### src/hdl/pulse_step_resistance_probe_core_macros.svh
// Assertion macros shared by the probe core.
// Define ASSERT_OFF to compile every check away.
`ifndef PULSE_STEP_RESISTANCE_PROBE_CORE_MACROS_SVH
`define PULSE_STEP_RESISTANCE_PROBE_CORE_MACROS_SVH

`ifndef ASSERT_OFF
`define PSRP_ASSERT_IMPLY(lbl, clk, rst, ante, cons) \
  lbl: assert property (@(posedge clk) disable iff (rst) (ante) |-> (cons)) \
    else $error("probe core check failed");
`define PSRP_ASSERT_NEXT(lbl, clk, rst, ante, cons) \
  lbl: assert property (@(posedge clk) disable iff (rst) (ante) |=> (cons)) \
    else $error("probe core check failed");
`else
`define PSRP_ASSERT_IMPLY(lbl, clk, rst, ante, cons)
`define PSRP_ASSERT_NEXT(lbl, clk, rst, ante, cons)
`endif

`endif

### src/hdl/psrp_pkg.sv
`timescale 1ns / 1ps
package psrp_pkg;

  localparam int COUNT_WIDTH    = 16;
  localparam int SAMPLE_WIDTH   = 16;
  localparam int CMD_WIDTH      = 16;
  localparam int DELTA_WIDTH    = 18;
  localparam int SUM_WIDTH      = 32;
  localparam int CFG_DATA_WIDTH = 16;
  localparam int CFG_IDX_WIDTH  = 2;

  // Divider sizes: the dividend is the difference of two sums, the divisor
  // is a quarter of the cycle length.
  localparam int DIVIDEND_WIDTH = SUM_WIDTH + 1;
  localparam int DIVISOR_WIDTH  = COUNT_WIDTH - 2;
  localparam int STEP_WIDTH     = $clog2(DIVIDEND_WIDTH + 1);

  localparam logic signed [CMD_WIDTH-1:0] HOLD_RESET = CMD_WIDTH'(-6500);
  localparam logic signed [CMD_WIDTH-1:0] STEP_RESET = CMD_WIDTH'(1000);
  localparam logic [COUNT_WIDTH-1:0]      TICKS_RESET = COUNT_WIDTH'(340);

  localparam logic [DIVIDEND_WIDTH-1:0] DELTA_POS_LIMIT =
    DIVIDEND_WIDTH'(2 ** (DELTA_WIDTH - 1) - 1);
  localparam logic [DIVIDEND_WIDTH-1:0] DELTA_NEG_LIMIT =
    DIVIDEND_WIDTH'(2 ** (DELTA_WIDTH - 1));

  typedef enum logic [CFG_IDX_WIDTH-1:0] {
    REG_HOLD_LEVEL,
    REG_STEP_SIZE,
    REG_TICKS_PER_CYCLE,
    REG_RUN_ENABLE
  } cfg_reg_t;

  typedef enum logic [2:0] {
    ST_IDLE,
    ST_DIFF,
    ST_START,
    ST_DIVIDE,
    ST_DONE
  } seq_state_t;

  typedef struct packed {
    logic start;
  } div_ctrl_t;

  typedef struct packed {
    logic busy;
    logic done;
  } div_stat_t;

  // Phase boundaries of one cycle, derived once at reset and again whenever the length is written.
  typedef struct packed {
    logic [COUNT_WIDTH-1:0] last;
    logic [COUNT_WIDTH-1:0] half;
    logic [COUNT_WIDTH-1:0] quarter;
    logic [COUNT_WIDTH-1:0] three_q;
  } limits_t;

  function automatic limits_t cycle_limits(input logic [COUNT_WIDTH-1:0] ticks);
    logic [COUNT_WIDTH-1:0] n;
    logic [COUNT_WIDTH+1:0] triple;
    limits_t lim;
    // A length of zero behaves as a length of one.
    n           = (ticks == '0) ? COUNT_WIDTH'(1) : ticks;
    triple      = {2'b00, n} + {1'b0, n, 1'b0};
    lim.last    = n - COUNT_WIDTH'(1);
    lim.half    = n >> 1;
    lim.quarter = n >> 2;
    lim.three_q = triple[COUNT_WIDTH+1:2];
    return lim;
  endfunction

endpackage

### src/hdl/psrp_sample_if.sv
`timescale 1ns / 1ps
interface psrp_sample_if;
  import psrp_pkg::*;

  logic                           valid;
  logic                           ready;
  logic signed [SAMPLE_WIDTH-1:0] current_sample;

  modport source (output valid, output current_sample, input ready);
  modport sink (input valid, input current_sample, output ready);
endinterface

### src/hdl/psrp_result_if.sv
`timescale 1ns / 1ps
interface psrp_result_if;
  import psrp_pkg::*;

  logic                          valid;
  logic                          ready;
  logic signed [CMD_WIDTH-1:0]   voltage_command;
  logic signed [DELTA_WIDTH-1:0] delta_current;
  logic                          delta_updated;
  logic                          divide_fault;

  modport source (
    output valid, output voltage_command, output delta_current,
    output delta_updated, output divide_fault, input ready
  );
  modport sink (
    input valid, input voltage_command, input delta_current,
    input delta_updated, input divide_fault, output ready
  );
endinterface

### src/hdl/psrp_divider.sv
`timescale 1ns / 1ps
module psrp_divider (
  input  logic                                       clk,
  input  logic                                       rst,
  input  psrp_pkg::div_ctrl_t                        ctrl,
  input  logic signed [psrp_pkg::DIVIDEND_WIDTH-1:0] dividend,
  input  logic [psrp_pkg::DIVISOR_WIDTH-1:0]         divisor,
  output psrp_pkg::div_stat_t                        stat,
  output logic [psrp_pkg::DIVIDEND_WIDTH-1:0]        quotient,
  output logic                                       negative
);
  import psrp_pkg::*;

  // Restoring divider on magnitudes, one quotient bit per cycle. The
  // dividend register shifts out at the top and collects quotient bits.
  logic [DIVIDEND_WIDTH-1:0] work;
  logic [DIVISOR_WIDTH-1:0]  rem;
  logic [DIVISOR_WIDTH-1:0]  dvs;
  logic [DIVISOR_WIDTH:0]    trial;
  logic [DIVISOR_WIDTH:0]    trial_sub;
  logic                      fits;
  logic [STEP_WIDTH-1:0]     steps;
  logic                      busy;
  logic                      done;

  assign trial     = {rem, work[DIVIDEND_WIDTH-1]};
  assign trial_sub = trial - {1'b0, dvs};
  assign fits      = (trial >= {1'b0, dvs});

  always_ff @(posedge clk) begin
    if (rst) begin
      busy  <= 1'b0;
      done  <= 1'b0;
      steps <= '0;
    end else begin
      done <= 1'b0;
      if (ctrl.start) begin
        busy  <= 1'b1;
        steps <= STEP_WIDTH'(DIVIDEND_WIDTH);
      end else if (busy) begin
        steps <= steps - STEP_WIDTH'(1);
        if (steps == STEP_WIDTH'(1)) begin
          busy <= 1'b0;
          done <= 1'b1;
        end
      end
    end
  end

  always_ff @(posedge clk) begin
    if (ctrl.start) begin
      work     <= dividend[DIVIDEND_WIDTH-1] ? DIVIDEND_WIDTH'(-dividend)
                                             : DIVIDEND_WIDTH'(dividend);
      negative <= dividend[DIVIDEND_WIDTH-1];
      rem      <= '0;
      dvs      <= divisor;
    end else if (busy) begin
      work <= {work[DIVIDEND_WIDTH-2:0], fits};
      rem  <= fits ? trial_sub[DIVISOR_WIDTH-1:0] : trial[DIVISOR_WIDTH-1:0];
    end
  end

  assign quotient = work;
  assign stat     = '{busy: busy, done: done};
endmodule

### src/hdl/pulse_step_resistance_probe_core.sv
`timescale 1ns / 1ps
// Square pulse seal test core. Each word on the sample channel is one current
// sample taken at one tick; each word on the result channel is the voltage
// command for that tick, the latest mean current difference between the step
// and hold halves of the cycle, and two flags that mark a cycle end.
// Both channels use valid/ready; a word moves when both are high.
// The cycle length, hold level, step size and run enable are set through the
// plain write port; the user must write them only while the core is idle, as
// the core itself does not enforce this. Writing any of the first three
// restarts the cycle and clears both running sums.
// A sample that does not end a cycle loads its result word into the output
// register at the edge that accepts it. The sample that ends a cycle, when the
// run enable is set and the quarter length is not zero, starts a serial
// divider: the sequencer forms the sum difference, loads the divider, waits
// while it divides one bit per step, sees it finish and hands the word over
// once the output register is free; only then is the next sample taken.
// The core holds one sample at a time. A new sample is taken only when the
// output register is empty or is being read in the same cycle, so a stalled
// receiver stops intake without losing a word.
// Reset loads the default registers, zeroes the phase counter, both sums and
// the stored delta, and leaves the output register empty.
`include "pulse_step_resistance_probe_core_macros.svh"
module pulse_step_resistance_probe_core (
  input  logic                                clk,
  input  logic                                rst,
  psrp_sample_if.sink                         sample,
  psrp_result_if.source                       result,
  input  logic                                cfg_write_en,
  input  logic [psrp_pkg::CFG_IDX_WIDTH-1:0]  cfg_index,
  input  logic [psrp_pkg::CFG_DATA_WIDTH-1:0] cfg_data
);
  import psrp_pkg::*;

  // Configuration.
  logic signed [CMD_WIDTH-1:0] hold_level;
  logic signed [CMD_WIDTH-1:0] step_size;
  logic                        run_enable;
  limits_t                     limits;

  // Running state.
  seq_state_t                    state;
  seq_state_t                    state_next;
  logic [COUNT_WIDTH-1:0]        phase_count;
  logic [SUM_WIDTH-1:0]          high_sum;
  logic [SUM_WIDTH-1:0]          low_sum;
  logic signed [DELTA_WIDTH-1:0] last_delta;

  // Staging for the cycle end word.
  logic signed [CMD_WIDTH-1:0]      pend_cmd;
  logic signed [DIVIDEND_WIDTH-1:0] diff_reg;

  // Output register.
  logic                          out_valid;
  logic signed [CMD_WIDTH-1:0]   out_cmd;
  logic signed [DELTA_WIDTH-1:0] out_delta;
  logic                          out_upd;
  logic                          out_fault;

  // Divider link.
  div_ctrl_t                 div_ctrl;
  div_stat_t                 div_stat;
  logic [DIVIDEND_WIDTH-1:0] div_quot;
  logic                      div_neg;

  logic                          accept;
  logic                          out_free;
  logic                          in_high_half;
  logic                          cycle_end;
  logic                          quarter_zero;
  logic                          need_div;
  logic                          load_direct;
  logic                          load_done;
  logic                          restart;
  logic [CMD_WIDTH:0]            step_cmd_wide;
  logic signed [CMD_WIDTH-1:0]   step_cmd;
  logic signed [CMD_WIDTH-1:0]   tick_cmd;
  logic [SUM_WIDTH-1:0]          sample_ext;
  logic signed [DELTA_WIDTH-1:0] delta_new;

  psrp_divider u_divider (
    .clk      (clk),
    .rst      (rst),
    .ctrl     (div_ctrl),
    .dividend (diff_reg),
    .divisor  (limits.quarter[DIVISOR_WIDTH-1:0]),
    .stat     (div_stat),
    .quotient (div_quot),
    .negative (div_neg)
  );

  assign out_free     = !out_valid || result.ready;
  assign accept       = sample.valid && sample.ready;
  assign in_high_half = (phase_count < limits.half);
  assign cycle_end    = (phase_count >= limits.last);
  assign quarter_zero = (limits.quarter == '0);
  assign need_div     = run_enable && cycle_end && !quarter_zero;
  assign restart      = cfg_write_en && (cfg_index inside
                        {REG_HOLD_LEVEL, REG_STEP_SIZE, REG_TICKS_PER_CYCLE});
  assign sample_ext   = {{(SUM_WIDTH - SAMPLE_WIDTH){sample.current_sample[SAMPLE_WIDTH-1]}},
                         sample.current_sample};

  // Hold plus step, saturated to the command width.
  assign step_cmd_wide = {hold_level[CMD_WIDTH-1], hold_level}
                       + {step_size[CMD_WIDTH-1], step_size};
  always_comb begin
    if (step_cmd_wide[CMD_WIDTH] != step_cmd_wide[CMD_WIDTH-1]) begin
      step_cmd = step_cmd_wide[CMD_WIDTH] ? {1'b1, {(CMD_WIDTH - 1){1'b0}}}
                                          : {1'b0, {(CMD_WIDTH - 1){1'b1}}};
    end else begin
      step_cmd = step_cmd_wide[CMD_WIDTH-1:0];
    end
  end
  assign tick_cmd = in_high_half ? step_cmd : hold_level;

  // Signed quotient, truncated toward zero and clamped to the delta width.
  always_comb begin
    if (div_neg) begin
      delta_new = (div_quot > DELTA_NEG_LIMIT) ? {1'b1, {(DELTA_WIDTH - 1){1'b0}}}
                                               : -div_quot[DELTA_WIDTH-1:0];
    end else begin
      delta_new = (div_quot > DELTA_POS_LIMIT) ? {1'b0, {(DELTA_WIDTH - 1){1'b1}}}
                                               : div_quot[DELTA_WIDTH-1:0];
    end
  end

  // Sequencer next state.
  always_comb begin
    state_next = state;
    case (state)
      ST_IDLE:   if (accept && need_div) state_next = ST_DIFF;
      ST_DIFF:   state_next = ST_START;
      ST_START:  state_next = ST_DIVIDE;
      ST_DIVIDE: if (div_stat.done) state_next = ST_DONE;
      ST_DONE:   if (out_free) state_next = ST_IDLE;
      default:   state_next = ST_IDLE;
    endcase
  end

  // Sequencer outputs.
  always_comb begin
    sample.ready   = 1'b0;
    div_ctrl.start = 1'b0;
    load_done      = 1'b0;
    case (state)
      ST_IDLE:  sample.ready   = out_free;
      ST_START: div_ctrl.start = 1'b1;
      ST_DONE:  load_done      = out_free;
      default: begin
      end
    endcase
  end
  assign load_direct = accept && !need_div;

  always_ff @(posedge clk) begin
    if (rst) begin
      state       <= ST_IDLE;
      hold_level  <= HOLD_RESET;
      step_size   <= STEP_RESET;
      run_enable  <= 1'b1;
      limits      <= cycle_limits(TICKS_RESET);
      phase_count <= '0;
      high_sum    <= '0;
      low_sum     <= '0;
      last_delta  <= '0;
      out_valid   <= 1'b0;
    end else begin
      state <= state_next;

      if (cfg_write_en) begin
        case (cfg_reg_t'(cfg_index))
          REG_HOLD_LEVEL:      hold_level <= cfg_data[CMD_WIDTH-1:0];
          REG_STEP_SIZE:       step_size  <= cfg_data[CMD_WIDTH-1:0];
          REG_TICKS_PER_CYCLE: limits     <= cycle_limits(cfg_data[COUNT_WIDTH-1:0]);
          REG_RUN_ENABLE:      run_enable <= cfg_data[0];
          default: begin
          end
        endcase
      end

      if (restart) begin
        phase_count <= '0;
        high_sum    <= '0;
        low_sum     <= '0;
      end else if (accept && run_enable) begin
        if (in_high_half) begin
          if (phase_count > limits.quarter) high_sum <= high_sum + sample_ext;
        end else if (phase_count > limits.three_q) begin
          low_sum <= low_sum + sample_ext;
        end
        if (cycle_end) begin
          phase_count <= '0;
          // With a divide pending, the sums stay until the difference is taken.
          if (!need_div) begin
            high_sum <= '0;
            low_sum  <= '0;
          end
        end else begin
          phase_count <= phase_count + COUNT_WIDTH'(1);
        end
      end else if (state == ST_DIFF) begin
        high_sum <= '0;
        low_sum  <= '0;
      end

      if (state == ST_DIVIDE && div_stat.done) last_delta <= delta_new;

      if (load_direct || load_done) begin
        out_valid <= 1'b1;
      end else if (result.ready) begin
        out_valid <= 1'b0;
      end
    end
  end

  always_ff @(posedge clk) begin
    if (accept) pend_cmd <= tick_cmd;
    if (state == ST_DIFF) begin
      diff_reg <= {high_sum[SUM_WIDTH-1], high_sum} - {low_sum[SUM_WIDTH-1], low_sum};
    end
    if (load_direct) begin
      out_cmd   <= run_enable ? tick_cmd : '0;
      out_delta <= last_delta;
      out_upd   <= 1'b0;
      out_fault <= run_enable && cycle_end && quarter_zero;
    end else if (load_done) begin
      out_cmd   <= pend_cmd;
      out_delta <= last_delta;
      out_upd   <= 1'b1;
      out_fault <= 1'b0;
    end
  end

  assign result.valid           = out_valid;
  assign result.voltage_command = out_cmd;
  assign result.delta_current   = out_delta;
  assign result.delta_updated   = out_upd;
  assign result.divide_fault    = out_fault;

  // The divider only runs while the sequencer waits on it.
  `PSRP_ASSERT_IMPLY(a_div_busy_in_divide, clk, rst, div_stat.busy, state == ST_DIVIDE)
  // A cycle end either updates the delta or reports a fault, never both.
  `PSRP_ASSERT_IMPLY(a_flags_exclusive, clk, rst, result.valid,
                     !(result.delta_updated && result.divide_fault))
  // An updated word carries the delta that is stored until it is taken.
  `PSRP_ASSERT_IMPLY(a_update_matches, clk, rst, result.valid && result.delta_updated,
                     result.delta_current == last_delta)
endmodule
### src/flat_wrapper.sv
// flat-port wrapper written by rule: the top's interface ports become plain ports
module pulse_step_resistance_probe_core_flat import psrp_pkg::*;
  (clk, rst, cfg_write_en, cfg_index, cfg_data, sample_valid, sample_current_sample, sample_ready, result_valid, result_voltage_command, result_delta_current, result_delta_updated, result_divide_fault, result_ready);
  psrp_sample_if sample_i ();
  psrp_result_if result_i ();
  input  logic clk;
  input  logic rst;
  input  logic cfg_write_en;
  input  logic [psrp_pkg::CFG_IDX_WIDTH-1:0] cfg_index;
  input  logic [psrp_pkg::CFG_DATA_WIDTH-1:0] cfg_data;
  input wire logic [$bits(sample_i.valid)-1:0] sample_valid;
  input wire logic [$bits(sample_i.current_sample)-1:0] sample_current_sample;
  output wire logic [$bits(sample_i.ready)-1:0] sample_ready;
  output wire logic [$bits(result_i.valid)-1:0] result_valid;
  output wire logic [$bits(result_i.voltage_command)-1:0] result_voltage_command;
  output wire logic [$bits(result_i.delta_current)-1:0] result_delta_current;
  output wire logic [$bits(result_i.delta_updated)-1:0] result_delta_updated;
  output wire logic [$bits(result_i.divide_fault)-1:0] result_divide_fault;
  input wire logic [$bits(result_i.ready)-1:0] result_ready;
  assign sample_i.valid = sample_valid;
  assign sample_i.current_sample = sample_current_sample;
  assign sample_ready = sample_i.ready;
  assign result_valid = result_i.valid;
  assign result_voltage_command = result_i.voltage_command;
  assign result_delta_current = result_i.delta_current;
  assign result_delta_updated = result_i.delta_updated;
  assign result_divide_fault = result_i.divide_fault;
  assign result_i.ready = result_ready;
  pulse_step_resistance_probe_core u_core (.clk(clk), .rst(rst), .sample(sample_i), .result(result_i), .cfg_write_en(cfg_write_en), .cfg_index(cfg_index), .cfg_data(cfg_data));
endmodule
### config.mk
export PLATFORM = sky130hd
export DESIGN_NAME = pulse_step_resistance_probe_core_flat
export DESIGN_NICKNAME = d
export VERILOG_FILES = /design/src/hdl/psrp_pkg.sv /design/src/hdl/psrp_sample_if.sv /design/src/hdl/psrp_result_if.sv /design/src/hdl/psrp_divider.sv /design/src/hdl/pulse_step_resistance_probe_core.sv /design/src/flat_wrapper.sv
export VERILOG_INCLUDE_DIRS = /design/src /design/src/hdl
export SDC_FILE = /design/constraint.sdc
export NUM_CORES = 1
export LEC_CHECK = 0
export ABC_AREA = 1
export BUFFER_PORTS_ARGS = -buffer_cell sky130_fd_sc_hd__buf_4
export CAP_MARGIN = 0
export CORE_UTILIZATION = 48
export DETAILED_ROUTE_END_ITERATION = 10
export PLACE_DENSITY_LB_ADDON = 0.3
export SETUP_SLACK_MARGIN = 0.15
export SYNTH_ARGS = -nofsm -noshare
export SYNTH_HDL_FRONTEND = slang
export SYNTH_SLANG_ARGS = --single-unit
### constraint.sdc
create_clock -name clk -period 7.1 [get_ports clk]
set_input_delay 0.71 -clock clk [delete_from_list [all_inputs] [get_ports clk]]
set_output_delay 0.71 -clock clk [all_outputs]
set_load 0.01 [all_outputs]
# Yosys cells after proc, flatten, opt, wreduce, memory -nomap -nowiden
# Cells that the tools add are included.
[classes]
add_sub_neg = 11
mul = 0
div_mod_pow = 0
order_cmp = 7
eq_ne = 12
shifts = 0
muxes = 45
bitwise = 1
reduce_logical = 31
[op_table]
columns = ["operator", "count"]
rows = [
  ["$mux 32", 11],
  ["$mux 16", 8],
  ["$mux 33", 3],
  ["$mux 18", 5],
  ["$add 32x32->32", 2],
  ["$gt 33x17->1 const B", 1],
  ["$gt 33x18->1 const B", 1],
  ["$neg 33->33", 1],
  ["$sub 32x32->33", 1],
  ["$logic_not 16->1", 2],
  ["$add 16x17->18", 1],
  ["$neg 18->18", 1],
  ["$add 16x16->17", 1],
  ["$add 16x1->16 const B", 1],
  ["$ge 16x16->1", 1],
  ["$gt 16x14->1", 1],
  ["$gt 16x16->1", 1],
  ["$lt 16x15->1", 1],
  ["$sub 16x1->16 const B", 1],
  ["$ge 15x14->1", 1],
  ["$pmux 3 s5", 1],
  ["$mux 14", 1],
  ["$sub 14x14->14", 1],
  ["$mux 6", 2],
  ["24 further kinds", 57],
]
[totals]
reg_bits = 351
latch_bits = 0
ramBits = 0
mem_bits_ro = 0
inputBits = 39
output_inout_bits = 38
wordCells = 134
n_memories = 0

# Depth between registers and ports, before layout
[depth]
depth_word = 7
mapped_depth = 19
ltp_nobuf = 18

# By module
# A second synthesis with hierarchy kept.
[unflattened]
cells_unflattened = 4124
area_unflattened_um2 = 26942.1
[by_module_without_submodules]
columns = ["module", "instances", "cells_per_inst", "area_each_um2", "seq_area_each_um2"]
rows = [
  ["pulse_step_resistance_probe_core", 1, 3444, 21966.1, 6185.9],
  ["psrp_divider", 1, 680, 4976.0, 1881.8],
]

# Least setup slack after synthesis
# OpenSTA, ideal clock, no wires.
[synth_path]
path_type = "flip-flop to flip-flop"
from = "register u_core.state[0]"
to = "register u_core.high_sum[10]"
setup_ps = 132
t_arrival_ps = 3763
required_ps = 6968
setup_slack_ps = 3205
stages_incl_launch_ff = 7
synth_period_minus_slack_ps = 3895
path_cell_list = "dfxtp_1 > inv_1 > nor3_1 > nor2_1 > clkbuf_1 > nand2_1 > a21oi_1"
[synth_via]
elab_chain_len = 5
[synth_rtl]
columns = ["item", "line_no", "source"]
rows = [
  ["start, declared", "pulse_step_resistance_probe_core.sv:41", "seq_state_t state;"],
  ["start signal, assigned", "pulse_step_resistance_probe_core.sv:167", "state <= state_next;"],
  ["$logic_not 3->1", "pulse_step_resistance_probe_core.sv:144", "case (state)"],
  ["$mux 1", "pulse_step_resistance_probe_core.sv:144", ""],
  ["$logic_and 1x1->1", "pulse_step_resistance_probe_core.sv:92", "assign accept = sample.valid && sample.ready;"],
  ["$logic_and 1x1->1", "pulse_step_resistance_probe_core.sv:184", "end else if (accept && run_enable) begin"],
  ["$mux 32 / $reduce_bool 2->1 (equally long branches)", "-", ""],
  ["end signal, assigned", "pulse_step_resistance_probe_core.sv:186", "if (phase_count > limits.quarter) high_sum <= high_sum + sample_ext;"],
  ["end, declared", "pulse_step_resistance_probe_core.sv:44", "logic [SUM_WIDTH-1:0] high_sum;"],
]
# Parallel ways exist; a longest one is shown, timed or not.
# A chain may end at the register's enable or synchronous reset.

# Worst setup path after layout
[layout_path]
from = "register u_core.phase_count[1]"
to = "register u_core.out_delta[9] (netlist: u_core.result.delta_current[9]), enable pin"
[layout_via]
elab_chain_len = 6
[layout_rtl]
columns = ["item", "line_no", "source"]
rows = [
  ["start, declared", "pulse_step_resistance_probe_core.sv:43", "logic [COUNT_WIDTH-1:0] phase_count;"],
  ["start signal, assigned", "pulse_step_resistance_probe_core.sv:198", "phase_count <= phase_count + COUNT_WIDTH'(1);"],
  ["$ge 16x16->1", "pulse_step_resistance_probe_core.sv:94", "assign cycle_end = (phase_count >= limits.last);"],
  ["$logic_and 1x1->1 (2 in a row)", "pulse_step_resistance_probe_core.sv:96", "assign need_div = run_enable && cycle_end && !quarter_zero;"],
  ["$logic_not 1->1", "pulse_step_resistance_probe_core.sv:152", "assign load_direct = accept && !need_div;"],
  ["$logic_and 1x1->1", "pulse_step_resistance_probe_core.sv:152", ""],
  ["$reduce_bool 2->1 (no source line)", "-", ""],
  ["end signal, assigned", "pulse_step_resistance_probe_core.sv:222", "out_delta <= last_delta;"],
  ["end signal, assigned", "pulse_step_resistance_probe_core.sv:227", "out_delta <= last_delta;"],
  ["end, declared", "pulse_step_resistance_probe_core.sv:55", "logic signed [DELTA_WIDTH-1:0] out_delta;"],
]
# No other way between the ends.

==> out/metrics.csv <==
metric,value,unit
hold_viol_final,0,
worst_pin_slew,1.22,ns
ys_ff_latch,337,
ys.flop_type,dfxtp_1,
core,0.0540,mm^2
synth_largest_area_cell,nand2_1,
viasPerCell,5.22,
synth_cells,3996,
crit_start,u_core.phase_count[1],
numCtsBuffers,40,
status,finished clean,
reg2reg_slack,3.65,ns
ant_nets,0,
post_drt_wl_per_cell,15.4,um
grt_max_degree,68,
layout_commonest_cell,nand2_1,
worst-endpoint-required,7.35,ns
rsz0062_at_grt,no,
drcViolationCount,0,
drv_cap,0,
clock_path_buffers,3,
post-cts-setup-buffers,0,
clock_latency,0.58,ns
layout-drive-gt1-share,5.01,%
hold_path.class,in2reg,
fillers,5375,
most-common-layout-cells,"nand2_1 (1287), inv_1 (644), nand3_1 (275), a21oi_1 (272), nor2_1 (266)",
startpoint_type,register,
synth_edf_count,132,
place_area,0.0276,mm^2
r2r-end,u_core.result.delta_current[9],
yosysUniqueCellTypes,47,
largest_reg_flops,47,
die_x,236,um
stdcell_count,4770,
postCtsHoldBufs,0,
ff2ff_path_depth,13,
finalWirelength,73300,um
reg2reg_from,u_core.phase_count[1],
crit_type,reg2reg,
cts.clk_slew.worst_paths,0.06,ns
synth_area_leaders,"nand2_1 (18%), dfxtp_1 (16%), edfxtp_1 (15%), ha_1 (11%), inv_1 (9.2%)",
final_area,0.0290,mm^2
antenna_cells,0,
finalCriticalPeriod,3.45,ns
fin_nets,4315,
cp_common_cell,nand2_1,
fmax,290,MHz
grt_pass1_wl,119000,um
die_h,236,um
ctsResizeCount,0,
irDropWorstVdd,0.161,mV
syn-cell-area,0.0264,mm^2
dpl_worst_slack,3.31,ns
port_buffers,76,
crit_arrival,3.70,ns
timing.setup.tns,0,ns
grt.overflow.total,0,
crit_path_end_kind,register,
yosys_warnings,0,
leakage,0.0145,uW
via_count,24900,
dr.pass1.iters,6,
ys_async_sr_fraction,0,%
synthesis.nets,4269,
crit_path_max_incr_delay,0.62,ns
seq_area_frac_synth,30.6,%
cts.sinks,337,
slew_violations,0,
setup_violations,0,
grt_pass1_vias,23100,
grt_usage,26.2,%
cp_max_fo,20,
area_growth,9.92,%
place_inst,4696,
cts_root_buffer,clkbuf_16,
initial_core_util,48.8,%
h-tree-depth,2,
setup_ws,3.65,ns
synth_top_area_share,18.3,%
critPathCapture,u_core.result.delta_current[9],
drtIter0Drc,1983,
antenna_found_initial,2,
io_pins,77,
design.die.area,0.0559,mm^2
tritoncts,done,
place_hpwl,56700,um
p_per_area,191,mW/mm^2
clock_skew,0.0313,ns
crit_chain,ha_1 > nand2_1 > nand3b_1 > nand2_1 > nand2_1 > nand2_1 > nand2_1 > nand2_1 > nand2_1 > nand3_1 > nand2_1 > nand2_1 > buf_4,
crit_path_top_delay_cell,nand2_1,
max_slew_margin,18.2,%
place.gp.congestion,0.951,
avgSynthCellArea,6.60,um^2
finalCritPeriodShare,48.6,%
std_cell_rows,85,
## power by group
group	internal [uW]	switching, uW
Sequential	2200	94.5
Clock	1320	888
Combinational	347	682
Total	3870	1660
## routing by layer
| layer | vias up | GRT usage [%] | share of wire [%] |
|---|---|---|---|
| li1 | 12900 | - | - |
| met1 | 11100 | 36.7 | 48 |
| met2 | 699 | 42.3 | 44 |
| met3 | 106 | 2.62 | 5.7 |
| met4 | 0 | 8.42 | 2.9 |
| met5 | - | 0 | 0 |
## cells by family after synthesis
family                     count (synthesis)  synth area share [%]
buffers and inverters                    738                  10.8
AOI/OAI and AO/OA                        541                  11.5
adders and majority gates                234                  11.3
xor gates and xnor gates                 110                  3.66
DFF                                      337                  30.6
and+or+nand+nor                         2036                  32.2
## worst max-delay path: cells and delay by family, from the launching register on
| family | cells | cell delay (ns) |
|---|---|---|
| and+or+nand+nor | 11 | 1.86 |
| DFF | 1 | 0.54 |
| buffers and inverters | 1 | 0.39 |
| adders and majority gates | 1 | 0.31 |
## final cells by class
type,instances,area (um^2),share of cell area [%]
multi-input combinational,2921,15500,53.5
timing repair buffer,95,713,2.46
clock buffer,53,1090,3.77
tap,696,871,3.01
sequential,337,8070,27.8
clock inverter,21,312,1.08
inverter,647,2430,8.38
## synth_stat cells (2+ instances only)
| master | number |
|---|---|
| buf_6 | 6 |
| clkbuf_1 | 62 |
| ha_1 | 228 |
| inv_2 | 2 |
| nand3b_1 | 23 |
| buf_4 | 2 |
| nand4_1 | 54 |
| nor2_1 | 269 |
| inv_1 | 645 |
| xnor2_1 | 44 |
| o2111ai_1 | 2 |
| o21a_1 | 8 |
| buf_2 | 12 |
| o21ai_0 | 136 |
| and2_1 | 17 |
| nand2_1 | 1287 |
| nand3_1 | 275 |
| a21oi_1 | 272 |
| o31ai_1 | 3 |
| or2_2 | 29 |
| o211ai_1 | 38 |
| a211oi_1 | 6 |
| nor4_1 | 4 |
| nor3b_1 | 3 |
| nor2_2 | 2 |
| a31oi_1 | 17 |
| o221ai_1 | 5 |
| xor2_1 | 66 |
| fa_1 | 6 |
| nor3_1 | 67 |
| nand2_2 | 2 |
| o21bai_1 | 13 |
| dfxtp_1 | 205 |
| a21boi_0 | 23 |
| a21o_1 | 11 |
| buf_1 | 9 |
| a22oi_1 | 2 |
| edfxtp_1 | 132 |
## how the worst min path moves through the flow
| stage | cells past startpoint | startpoint | end |
|---|---|---|---|
| final | 3 | cfg_data[13] | u_core.hold_level[13] |
| after global routing | 3 | cfg_data[3] | u_core.hold_level[3] |
| after global placement | 0 | u_core.last_delta[1] | u_core.result.delta_current[1] |
| after floorplan | 0 | u_core.last_delta[15] | u_core.result.delta_current[15] |
| after detailed placement | 0 | u_core.last_delta[1] | u_core.result.delta_current[1] |
| after CTS | 3 | cfg_data[13] | u_core.hold_level[13] |
## per-stage QoR
| step | hold slack (ns) | total power, uW | util (%) |
|---|---|---|---|
| after floorplan | 0.403 | 3060 | - |
| after global placement | 0.416 | 3350 | 51.0 |
| after detailed placement | 0.415 | 3360 | 51.0 |
| after CTS | 0.379 | 5560 | 53.6 |
| after global routing | 0.413 | 5790 | 53.6 |
| final | 0.412 | 5530 | 53.6 |
Power figures use the tool's default switching activity.
